`src/hdl/dqsi_pkg.sv`:
```
// ----------------------------------------------------------------------------
// Deque with sorted insert: shared package
// Sizes, command codes, beat types and the controller/datapath interface.
// ----------------------------------------------------------------------------
`default_nettype none

package dqsi_pkg;

	// Storage and field sizes; the beat types below are built on these.
	localparam int VALUE_BITS = 32;
	localparam int DEPTH      = 64;
	localparam int ADDR_BITS  = $clog2(DEPTH);
	localparam int CNT_BITS   = $clog2(DEPTH + 1);

	// Command codes as seen on the request beat.
	localparam logic [2:0] CMD_ADD_BACK   = 3'd0;
	localparam logic [2:0] CMD_ADD_FRONT  = 3'd1;
	localparam logic [2:0] CMD_DROP_BACK  = 3'd2;
	localparam logic [2:0] CMD_DROP_FRONT = 3'd3;
	localparam logic [2:0] CMD_INSERT     = 3'd4;
	localparam logic [2:0] CMD_CLEAR      = 3'd5;
	localparam logic [2:0] CMD_PEEK       = 3'd6;

	// One request beat.
	typedef struct packed {
		logic [2:0]                   command;
		logic signed [VALUE_BITS-1:0] value;
	} req_beat_t;

	// One result beat.
	typedef struct packed {
		logic signed [VALUE_BITS-1:0] front_value;
		logic signed [VALUE_BITS-1:0] back_value;
		logic                         is_empty;
		logic [CNT_BITS-1:0]          entry_count;
		logic                         overflow;
	} res_beat_t;

	// Datapath operations issued by the controller, one per cycle.
	typedef enum logic [4:0] {
		OP_NONE,
		OP_LOAD,
		OP_OVF,
		OP_ADD_BACK,
		OP_ADD_FRONT,
		OP_DROP_BACK,
		OP_DROP_FRONT,
		OP_CLEAR,
		OP_SET_END,
		OP_RD_BACK,
		OP_CHK_BACK,
		OP_RD_IDX,
		OP_CHK_IDX,
		OP_SH_RD,
		OP_SH_WR,
		OP_INS_WR,
		OP_RD_FRONT,
		OP_RD_LAST,
		OP_EMIT
	} dp_op_t;

	// Status flags returned by the datapath.
	typedef struct packed {
		logic zero;    // no entries held
		logic full;    // all entries held
		logic ge;      // operand >= read data
		logic gt;      // read data > operand
		logic at_pos;  // walk index reached the insert position
	} dp_status_t;

endpackage

`default_nettype wire

```
`src/hdl/dqsi_ram.sv`:
```
// ----------------------------------------------------------------------------
// Generic RAM
// One write port and one read port, read data registered.
// ----------------------------------------------------------------------------
`default_nettype none

module dqsi_ram #(
	parameter int WIDTH = 32,
	parameter int DEPTH = 64
) (
	input  wire logic                     clk,
	input  wire logic                     we,
	input  wire logic [$clog2(DEPTH)-1:0] waddr,
	input  wire logic [WIDTH-1:0]         wdata,
	input  wire logic [$clog2(DEPTH)-1:0] raddr,
	output logic [WIDTH-1:0]              rdata
);

	logic [WIDTH-1:0] mem_q [DEPTH];

	// Write and registered read; a read sees writes of earlier cycles.
	always_ff @(posedge clk) begin
		if (we) begin
			mem_q[waddr] <= wdata;
		end
		rdata <= mem_q[raddr];
	end

endmodule

`default_nettype wire

```
`src/hdl/dqsi_dp.sv`:
```
// ----------------------------------------------------------------------------
// Deque with sorted insert: datapath
// Circular entry store with head pointer and count, walk index, compares and
// the result register.
// ----------------------------------------------------------------------------
`default_nettype none

module dqsi_dp (
	input  wire logic               clk,
	input  wire logic               arst_n,
	input  wire dqsi_pkg::dp_op_t   op,
	input  wire dqsi_pkg::req_beat_t request,
	output dqsi_pkg::dp_status_t    status,
	output logic                    done,
	output dqsi_pkg::res_beat_t     result
);

	import dqsi_pkg::*;

	logic [ADDR_BITS-1:0]         head_q;
	logic [CNT_BITS-1:0]          count_q;
	logic [CNT_BITS-1:0]          idx_q;
	logic [CNT_BITS-1:0]          pos_q;
	logic signed [VALUE_BITS-1:0] value_q;
	logic signed [VALUE_BITS-1:0] front_q;
	logic                         ovf_q;
	logic                         done_q;
	res_beat_t                    result_q;

	logic                         ram_we;
	logic [ADDR_BITS-1:0]         ram_waddr;
	logic [VALUE_BITS-1:0]        ram_wdata;
	logic [ADDR_BITS-1:0]         ram_raddr;
	logic [VALUE_BITS-1:0]        ram_rdata;
	logic signed [VALUE_BITS-1:0] rd_val;
	logic [ADDR_BITS-1:0]         head_dec;
	logic [ADDR_BITS-1:0]         head_inc;
	logic [CNT_BITS-1:0]          last_off;

	// Map a logical offset from the front onto a physical address.
	function automatic logic [ADDR_BITS-1:0] phys(input logic [ADDR_BITS-1:0] head,
		input logic [CNT_BITS-1:0] off);
		logic [ADDR_BITS:0] sum;
		sum = {1'b0, head} + (ADDR_BITS+1)'(off);
		if (sum >= (ADDR_BITS+1)'(DEPTH)) begin
			sum = sum - (ADDR_BITS+1)'(DEPTH);
		end
		return sum[ADDR_BITS-1:0];
	endfunction

	dqsi_ram #(
		.WIDTH(VALUE_BITS),
		.DEPTH(DEPTH)
	) u_ram (
		.clk  (clk),
		.we   (ram_we),
		.waddr(ram_waddr),
		.wdata(ram_wdata),
		.raddr(ram_raddr),
		.rdata(ram_rdata)
	);

	assign rd_val   = ram_rdata;
	assign head_dec = (head_q == '0) ? ADDR_BITS'(DEPTH - 1) : head_q - 1'b1;
	assign head_inc = (head_q == ADDR_BITS'(DEPTH - 1)) ? '0 : head_q + 1'b1;
	assign last_off = (count_q == '0) ? '0 : count_q - 1'b1;

	// Status back to the controller.
	assign status.zero   = (count_q == '0);
	assign status.full   = (count_q >= CNT_BITS'(DEPTH));
	assign status.ge     = (value_q >= rd_val);
	assign status.gt     = (rd_val > value_q);
	assign status.at_pos = (idx_q == pos_q);

	// Memory port steering per operation.
	always_comb begin
		ram_we    = 1'b0;
		ram_waddr = phys(head_q, idx_q);
		ram_wdata = value_q;
		ram_raddr = phys(head_q, idx_q);
		unique case (op)
			OP_ADD_BACK: begin
				ram_we    = 1'b1;
				ram_waddr = phys(head_q, count_q);
			end
			OP_ADD_FRONT: begin
				ram_we    = 1'b1;
				ram_waddr = head_dec;
			end
			OP_RD_BACK:  ram_raddr = phys(head_q, last_off);
			OP_SH_RD:    ram_raddr = phys(head_q, idx_q - 1'b1);
			OP_SH_WR: begin
				ram_we    = 1'b1;
				ram_wdata = ram_rdata;
			end
			OP_INS_WR:   ram_we = 1'b1;
			OP_RD_FRONT: ram_raddr = head_q;
			OP_RD_LAST:  ram_raddr = phys(head_q, last_off);
			default: begin
			end
		endcase
	end

	// Control registers: head pointer, count, overflow flag and result strobe.
	always_ff @(posedge clk or negedge arst_n) begin
		if (!arst_n) begin
			head_q  <= '0;
			count_q <= '0;
			ovf_q   <= 1'b0;
			done_q  <= 1'b0;
		end else begin
			done_q <= (op == OP_EMIT);
			unique case (op)
				OP_LOAD: ovf_q <= 1'b0;
				OP_OVF:  ovf_q <= 1'b1;
				OP_ADD_BACK, OP_INS_WR: count_q <= count_q + 1'b1;
				OP_ADD_FRONT: begin
					head_q  <= head_dec;
					count_q <= count_q + 1'b1;
				end
				OP_DROP_BACK: begin
					if (count_q != '0) begin
						count_q <= count_q - 1'b1;
					end
				end
				OP_DROP_FRONT: begin
					if (count_q != '0) begin
						head_q  <= head_inc;
						count_q <= count_q - 1'b1;
					end
				end
				OP_CLEAR: count_q <= '0;
				default: begin
				end
			endcase
		end
	end

	// Payload registers: operand, walk index, insert position, front value, result.
	always_ff @(posedge clk) begin
		unique case (op)
			OP_LOAD: value_q <= request.value;
			OP_SET_END: begin
				idx_q <= count_q;
				pos_q <= count_q;
			end
			OP_CHK_BACK: begin
				if (value_q >= rd_val) begin
					idx_q <= count_q;
					pos_q <= count_q;
				end else begin
					idx_q <= '0;
				end
			end
			OP_CHK_IDX: begin
				if (rd_val > value_q) begin
					pos_q <= idx_q;
					idx_q <= count_q;
				end else begin
					idx_q <= idx_q + 1'b1;
				end
			end
			OP_SH_WR:   idx_q <= idx_q - 1'b1;
			OP_RD_LAST: front_q <= rd_val;
			OP_EMIT: begin
				result_q.front_value <= (count_q == '0) ? '0 : front_q;
				result_q.back_value  <= (count_q == '0) ? '0 : rd_val;
				result_q.is_empty    <= (count_q == '0);
				result_q.entry_count <= count_q;
				result_q.overflow    <= ovf_q;
			end
			default: begin
			end
		endcase
	end

	assign done   = done_q;
	assign result = result_q;

endmodule

`default_nettype wire

```
`src/hdl/dqsi_ctrl.sv`:
```
// ----------------------------------------------------------------------------
// Deque with sorted insert: controller
// Sequences each command into datapath operations, one per cycle.
// ----------------------------------------------------------------------------
`default_nettype none

module dqsi_ctrl (
	input  wire logic                 clk,
	input  wire logic                 arst_n,
	input  wire logic                 start,
	input  wire logic [2:0]           command,
	input  wire dqsi_pkg::dp_status_t status,
	output dqsi_pkg::dp_op_t          op,
	output logic                      busy
);

	import dqsi_pkg::*;

	typedef enum logic [3:0] {
		ST_IDLE,
		ST_PUSH_B,
		ST_PUSH_F,
		ST_POP_B,
		ST_POP_F,
		ST_CLEAR,
		ST_INS_RB,
		ST_INS_CB,
		ST_SCAN_RD,
		ST_SCAN_CK,
		ST_SHIFT,
		ST_SHIFT_WR,
		ST_FIN_F,
		ST_FIN_B,
		ST_FIN_C
	} state_t;

	state_t state_q;
	state_t state_d;
	logic   busy_q;

	// Next state and the operation for this cycle.
	always_comb begin
		state_d = state_q;
		op      = OP_NONE;
		unique case (state_q)
			ST_IDLE: begin
				if (start) begin
					op = OP_LOAD;
					unique case (command)
						CMD_ADD_BACK:   state_d = ST_PUSH_B;
						CMD_ADD_FRONT:  state_d = ST_PUSH_F;
						CMD_DROP_BACK:  state_d = ST_POP_B;
						CMD_DROP_FRONT: state_d = ST_POP_F;
						CMD_INSERT:     state_d = ST_INS_RB;
						CMD_CLEAR:      state_d = ST_CLEAR;
						default:        state_d = ST_FIN_F;
					endcase
				end
			end
			ST_PUSH_B: begin
				op      = status.full ? OP_OVF : OP_ADD_BACK;
				state_d = ST_FIN_F;
			end
			ST_PUSH_F: begin
				op      = status.full ? OP_OVF : OP_ADD_FRONT;
				state_d = ST_FIN_F;
			end
			ST_POP_B: begin
				op      = OP_DROP_BACK;
				state_d = ST_FIN_F;
			end
			ST_POP_F: begin
				op      = OP_DROP_FRONT;
				state_d = ST_FIN_F;
			end
			ST_CLEAR: begin
				op      = OP_CLEAR;
				state_d = ST_FIN_F;
			end
			// Full drops the insert; empty goes straight to the back.
			ST_INS_RB: begin
				if (status.full) begin
					op      = OP_OVF;
					state_d = ST_FIN_F;
				end else if (status.zero) begin
					op      = OP_SET_END;
					state_d = ST_SHIFT;
				end else begin
					op      = OP_RD_BACK;
					state_d = ST_INS_CB;
				end
			end
			ST_INS_CB: begin
				op      = OP_CHK_BACK;
				state_d = status.ge ? ST_SHIFT : ST_SCAN_RD;
			end
			// Look for the first entry from the front above the operand.
			ST_SCAN_RD: begin
				op      = OP_RD_IDX;
				state_d = ST_SCAN_CK;
			end
			ST_SCAN_CK: begin
				op      = OP_CHK_IDX;
				state_d = status.gt ? ST_SHIFT : ST_SCAN_RD;
			end
			// Move entries up one place from the back, then write the operand.
			ST_SHIFT: begin
				if (status.at_pos) begin
					op      = OP_INS_WR;
					state_d = ST_FIN_F;
				end else begin
					op      = OP_SH_RD;
					state_d = ST_SHIFT_WR;
				end
			end
			ST_SHIFT_WR: begin
				op      = OP_SH_WR;
				state_d = ST_SHIFT;
			end
			ST_FIN_F: begin
				op      = OP_RD_FRONT;
				state_d = ST_FIN_B;
			end
			ST_FIN_B: begin
				op      = OP_RD_LAST;
				state_d = ST_FIN_C;
			end
			ST_FIN_C: begin
				op      = OP_EMIT;
				state_d = ST_IDLE;
			end
			default: state_d = ST_IDLE;
		endcase
	end

	// State and registered busy.
	always_ff @(posedge clk or negedge arst_n) begin
		if (!arst_n) begin
			state_q <= ST_IDLE;
			busy_q  <= 1'b0;
		end else begin
			state_q <= state_d;
			busy_q  <= (state_d != ST_IDLE);
		end
	end

	assign busy = busy_q;

endmodule

`default_nettype wire

```
`src/hdl/deque_with_sorted_insert.sv`:
```
// ----------------------------------------------------------------------------
// Deque with sorted insert: top level
// Bounded double-ended queue of signed Q16.16 values with sorted insert.
// ----------------------------------------------------------------------------
// A command beat is taken when start is high and busy is low; its result beat
// appears on result for one cycle with done high, and must be captured then.
// A new command can be accepted in the cycle the result is shown.
// A push or insert on a full queue is dropped.
// A sorted insert into an empty queue, or one that lands at the back of a
// nonempty queue, writes the operand directly; otherwise the entries are
// searched and then moved one place each through the single read and write
// port of the entry memory.
// The entry memory needs no clearing after reset.
`default_nettype none

module deque_with_sorted_insert (
	input  wire logic                 clk,
	input  wire logic                 arst_n,
	input  wire logic                 start,
	output logic                      busy,
	input  wire dqsi_pkg::req_beat_t  request,
	output logic                      done,
	output dqsi_pkg::res_beat_t       result
);

	import dqsi_pkg::*;

	dp_op_t     op;
	dp_status_t status;

	// Command sequencer.
	dqsi_ctrl u_ctrl (
		.clk    (clk),
		.arst_n (arst_n),
		.start  (start),
		.command(request.command),
		.status (status),
		.op     (op),
		.busy   (busy)
	);

	// Entry store and result register.
	dqsi_dp u_dp (
		.clk    (clk),
		.arst_n (arst_n),
		.op     (op),
		.request(request),
		.status (status),
		.done   (done),
		.result (result)
	);

endmodule

`default_nettype wire

```
`config.mk`:
```
export PLATFORM = sky130hd
export DESIGN_NAME = deque_with_sorted_insert
export DESIGN_NICKNAME = d
export VERILOG_FILES = /design/src/hdl/dqsi_pkg.sv /design/src/hdl/dqsi_ram.sv /design/src/hdl/dqsi_dp.sv /design/src/hdl/dqsi_ctrl.sv /design/src/hdl/deque_with_sorted_insert.sv
export SDC_FILE = /design/constraint.sdc
export NUM_CORES = 2
export LEC_CHECK = 0
export ABC_AREA = 1
export BUFFER_PORTS_ARGS = -buffer_cell sky130_fd_sc_hd__buf_2
export CORE_MARGIN = 2
export CORE_UTILIZATION = 55
export DETAILED_ROUTE_END_ITERATION = 6
export PLACE_DENSITY = 0.71
export SLEW_MARGIN = 10
export SYNTH_ARGS = -nofsm -noshare
export SYNTH_HDL_FRONTEND = slang
export SYNTH_SLANG_ARGS = --single-unit
```
`constraint.sdc`:
```
create_clock -name clk -period 6.35 [get_ports clk]
set_input_delay 1.5875 -clock clk [delete_from_list [all_inputs] [get_ports clk]]
set_output_delay 1.5875 -clock clk [all_outputs]
set_load 0.03 [all_outputs]
```
=== Word level (Yosys, flattened, before mapping) ===
Memory sizes are Yosys's and may differ from the RTL's. A register that Yosys moved wholly into a read port is not among the register bits.
Cells that the tools add are included.

* Output and inout bits: 75
* Bits in writable memories: 2,048
* Register bits: 171
* Input port bits: 38
* Memories: 1
* Word-level logic and storage cells: 137

* Muxes and demuxes: 39
* $add $sub $neg: 14
* Equal/unequal tests: 42
* Reduce and logical (&&, ||, !) cells: 19
* Magnitude comparators: 7

{| class="wikitable"
|+ Memories
! memory !! words !! bits a word !! read ports !! clocked after memory_dff !! write ports !! line !! text
|-
| u_dp.u_ram.mem_q || 64 || 32 || 1 || 1 || 1 || dqsi_ram.sv:19 || <nowiki>logic [WIDTH-1:0] mem_q [DEPTH];</nowiki>
|}

{| class="wikitable"
|+ Operators with widths
! cell !! count
|-
| case mux 5 bit (15 select lines) || 1
|-
| two-way mux 6 bit || 7
|-
| two-way mux 7 bit || 6
|-
| case mux 7 bit (3 select lines) || 2
|-
| case mux 4 bit (10 select lines) || 1
|-
| equality test 5 x 4 -> 1 bit (second input constant) || 7
|-
| >= comparator 7 bit (second input constant) || 5
|-
| >= comparator 32 bit || 1
|-
| > comparator 32 bit || 1
|-
| two-way mux 32 bit || 1
|-
| subtractor 6 x 1 -> 6 bit (second input constant) || 5
|-
| adder 6 x 7 -> 7 bit || 4
|-
| equality test 4 bit (second input constant) || 7
|-
| case mux 7 bit (4 select lines) || 1
|-
| case mux 4 bit (6 select lines) || 1
|-
| case mux 6 bit (2 select lines) || 2
|-
| equality test 5 x 3 -> 1 bit (second input constant) || 4
|-
| case mux 6 bit (3 select lines) || 1
|-
| equality test 4 x 3 -> 1 bit (second input constant) || 4
|-
| equality test 5 bit (second input constant) || 3
|-
| adder 7 x 1 -> 7 bit (second input constant) || 2
|-
| subtractor 7 x 1 -> 7 bit (second input constant) || 2
|-
| two-way mux 4 bit || 3
|-
| equality test 5 x 2 -> 1 bit (second input constant) || 2
|-
| other kinds (30) || 48
|}

=== Logic depth before layout (Yosys ltp) ===
* Word-level depth: 9
* Depth in mapped cells: 25
* Mapped depth without buffers: 24

=== By module ===
A second synthesis with hierarchy kept.

* Cell total of the unflattened synthesis: 7,790
* Area, all modules: 92,236.0 sq um

{| class="wikitable"
|+ Modules (own cells, without submodules)
! module !! area each (sq um) !! times used !! cells an instance
|-
| dqsi_ram || 82,738.1 || 1 || 6,769
|-
| dqsi_dp || 8,937.3 || 1 || 926
|-
| dqsi_ctrl || 560.5 || 1 || 95
|}

=== Least setup slack after synthesis ===
Ideal clock, no wire load.

* Path type: register to register
* Start: register u_ctrl.state_q[1]
* End: register u_dp.u_ram.rdata[10], read port of u_dp.u_ram.mem_q
* Arrival time: 4,675 ps
* Clock period less this slack: 4,789 ps
* Stages on the path, launching flop included: 19
* Data required time: 6,236 ps
* Slack: 1,561 ps
* Path through: dfrtp_1 -> nor2_1 -> inv_2 -> nor2_1 -> nor2_2 -> inv_1 -> o21ai_0 -> ha_1 -> fa_1 -> a21oi_1 -> o21ai_0 -> xnor2_1 -> o22ai_1 -> a21oi_1 -> clkbuf_1 -> clkbuf_1 -> nand3_1 -> nand3_1 -> nand2_1

* Longest elaborated chain between the ends: 5
* Elaborated cells on any way between the ends: 22
* Classes of those cells: eq/ne: 18; mux: 2; reduce/logical: 2

{| class="wikitable"
|+ RTL lines
! item !! line !! text
|-
| start: declaration || dqsi_ctrl.sv:37 || <nowiki>state_t state_q;</nowiki>
|-
| start signal: assignment || dqsi_ctrl.sv:142 || <nowiki>state_q <= state_d;</nowiki>
|-
| equality test 4 bit, or another cell as far along || dqsi_ctrl.sv:45 || <nowiki>unique case (state_q)</nowiki>
|-
| case mux 5 bit (15 select lines) * || dqsi_ctrl.sv:45 ||
|-
| equality test 5 x 4 -> 1 bit or equality test 5 bit (tied branches) || dqsi_dp.sv:81 || <nowiki>unique case (op)</nowiki>
|-
| OR reduction 2 bit (no line) || - ||
|-
| case mux 6 bit (3 select lines) * || dqsi_dp.sv:81 ||
|-
| end: declaration || dqsi_ram.sv:16 || <nowiki>output logic [WIDTH-1:0] rdata</nowiki>
|}

Mark *: on every way between the ends. The rest lies on a longest branch, timed or not.
A chain may end at the register's enable or synchronous reset.

=== Worst setup path in the final report ===
* Start: register u_dp.count_q[0]
* End: register u_dp.u_ram.rdata[9], read port of u_dp.u_ram.mem_q

* Longest elaborated chain between the ends: 7
* Elaborated cells on any way between the ends: 19
* Classes of those cells: add/sub: 3; order compare: 2; eq/ne: 4; mux: 8; reduce/logical: 2

{| class="wikitable"
|+ RTL lines
! item !! line !! text
|-
| start: declaration || dqsi_dp.sv:21 || <nowiki>logic [CNT_BITS-1:0] count_q;</nowiki>
|-
| start signal: assignment || dqsi_dp.sv:116 || <nowiki>OP_ADD_BACK, OP_INS_WR: count_q <= count_q + 1'b1;</nowiki>
|-
| start signal: assignment || dqsi_dp.sv:119 || <nowiki>count_q <= count_q + 1'b1;</nowiki>
|-
| start signal: assignment || dqsi_dp.sv:123 || <nowiki>count_q <= count_q - 1'b1;</nowiki>
|-
| parallel branches: the longest is 6 deep, another holds subtractor 7 x 1 -> 7 bit || - ||
|-
| case mux 6 bit (3 select lines) * || dqsi_dp.sv:81 ||
|}

Every way passes the cells marked *.

==> results_dict.tcl <==
set metrics [dict create \
    rows 155 \
    final_cell_mix "edfxtp_1 (2,199), nand3_1 (2,060), nand2_1 (1,840), inv_1 (1,660), nand3b_1 (449)" \
    finalSetupViolations 0 \
    netlist_area_um2 99200 \
    yosys.area.top_type "edfxtp_1" \
    status "complete, but fails checks" \
    clk_pin_slew_ns 0.06 \
    hpwl_um 163000 \
    fin_skew_ns 0.0372 \
    cts_buffers 220 \
    ys_ff_latch 2251 \
    first_global_vias 66932 \
    syn_inst 9280 \
    firstDrtPassIters 7 \
    first_iter_violations 10470 \
    grtUsageTotal 0.317 \
    grt_pass1_wl_um 432000 \
    die_h_um 429 \
    wire_per_inst_um 24.9 \
    max_freq_ghz 0.168 \
    syn_avg_cell_area_um2 10.7 \
    synth_cell_type_count 50 \
    critPathKind "reg2reg" \
    drv_cap 0 \
    yosysTopAreaCellShare 0.665 \
    hold_class "reg2reg" \
    violations "DRC" \
    antenna_found_initial 9 \
    cts-resized-gates 0 \
    design_area_um2 111000 \
    max_slew_margin 0.174 \
    clock_latency_ns 0.88 \
    cts_setup_buffers 0 \
    drc 4 \
    core_um2 179000 \
    overflow 0 \
    rsz0062_at_grt "no" \
    finalHoldViolations 0 \
    min_period_ns 5.96 \
    grt_max_degree 138 \
    initial_core_util 0.555 \
    drv_slew 0 \
    gp_congestion 0.916 \
    ios 113 \
    cts_htree_levels 4 \
    critical_path_required_ns 7.16 \
    die-width_um 429 \
    clk_path_buf_depth 3 \
    yosys-top-cells-area "edfxtp_1 (67%), nand3_1 (10%), nand2_1 (7.0%)" \
    critPathLaunchType "flip-flop" \
    dieArea_um2 184000 \
    nets 9418 \
    dpl_cell_area_um2 104000 \
    cts_num_sinks 2251 \
    syn_nets 9375 \
    viasPerCell 5.91 \
    antenna_left 0 \
    cts_tree "done" \
    fin_ws_ns 0.389 \
    finalSetupTns_ns 0 \
    ys.flop_type "edfxtp_1" \
    worst_pin_slew_ns 1.23 \
    clock_tree.root_cell "clkbuf_16" \
    cts_hold_buffers 0 \
    final_common_cell "edfxtp_1" \
    drt_wl_total_um 296000 \
    yosysWarnings 0 \
    cp.arrival_ns 6.77 \
    io_buffer_count 112 \
    syn_to_final_growth_pct 11.8 \
    vias 70134 \
    end_kind "flip-flop" \
    fillers 13559 \
    seq_area_frac_synth 0.677 \
    synth_enable_flop_cells 2199 \
    dp_slack_ns 0.601 \
    fin_crit_sh 0.939 \
    synthArstFlopShare 0.00888 \
    drive_gt1_frac 0.0841 \
    critPathMaxFanout 106 \
]
[path summary, 6_finish.rpt]
kind	start	to	slack, ns	depth (start not counted)
setup / recovery	u_dp.count_q[0]	u_dp.u_ram.rdata[9]	0.39	25
hold / removal	u_dp.ovf_q	u_dp.result[0]	0.46	0
setup reg to reg	u_dp.count_q[0]	u_dp.u_ram.rdata[9]	0.39	25
hold reg to reg	u_dp.ovf_q	u_dp.result[0]	0.46	0
max in group asynchronous	arst_n	u_dp.head_q[2]	5.29	1
min in group asynchronous	arst_n	u_ctrl.busy	0.69	1
[state kept, by name, summed over array words and instances, names as in the netlist]
name and cells:
u_dp.u_ram.rdata 32, u_dp.idx_q 7, u_dp.count_q 7, u_ctrl.state_q 4, u_dp.pos_q 7, u_dp.result 73
u_dp.done 1, u_dp.head_q 6, u_dp.value_q 32, u_dp.front_q 32, u_ctrl.busy 1, u_dp.u_ram.mem_q 2048
u_dp.ovf_q 1
[metrics by stage]
stage | std cells | util | hold WS, ns
final | 11871 | 0.620 | 0.459
after global routing | 11868 | 0.620 | 0.476
after CTS | 11868 | 0.620 | 0.458
after detailed placement | 11456 | 0.581 | 0.442
after global placement | 11456 | 0.581 | 0.430
after floorplan | 9280 | - | 0.408
[cell families after synthesis]
group / Yosys count / synth area share
flops: 2251 / 0.677
xor+xnor: 29 / 0.00256
simple gates: 4591 / 0.218
fa+ha+maj: 57 / 0.00741
compound gates: 154 / 0.00880
buf+inv: 2198 / 0.0867
[area by class of cell]
class,count,area [µm²],share of cell area
Sequential cell,2251,67200,0.606
Tap cell,2355,2950,0.0266
Timing Repair Buffer,345,3040,0.0274
Inverter,1674,6300,0.0568
Clock buffer,282,5940,0.0536
Clock inverter,130,1130,0.0102
Antenna cell,3,7.51,0.0000677
Multi-Input combinational cell,4831,24400,0.220
[worst max-delay path: stages (launching register included)]
cell and delay (ns):
dfrtp_1 0.44, inv_1 0.18, ha_1 0.22, nand2_1 0.07
nor2_2 0.11, nand3_1 0.19, nand2_2 0.20, inv_1 0.07
nor2_2 0.20, inv_1 0.15, nand3_1 0.09, o21ai_0 0.10
ha_1 0.24, fa_1 0.51, nand2_1 0.05, nand2_1 0.11
nor2_4 0.13, inv_8 0.25, buf_12 0.52, buf_4 0.60
nand3_1 0.14, nand3_1 0.09, nand3_1 0.11, nand3_1 0.41
nand3_1 0.43, nand2_1 0.17
[synthesized netlist by cell type, types with 19 or more instances]
master    number
dfxtp_1       32
a21oi_1       32
buf_1         42
nand3b_1     449
o21ai_0       81
clkbuf_1     204
ha_1          54
edfxtp_1    2199
xor2_1        22
nor3_1        19
buf_2        275
dfrtp_1       20
nand3_1     2061
nand2_1     1842
nor2_1       195
inv_1       1662
[metal layers]
metal | GRT usage | wire (µm) | vias to the layer above
li1 | - | - | 31068
met1 | 0.409 | 106000 | 33734
met2 | 0.495 | 134000 | 4561
met3 | 0.0712 | 36900 | 767
met4 | 0.189 | 19400 | 4
met5 | 0 | 36 | -
Power is left out: the tool's default activity adds up to more than one toggle a clock period on the data nets, which glitch-free logic cannot reach.
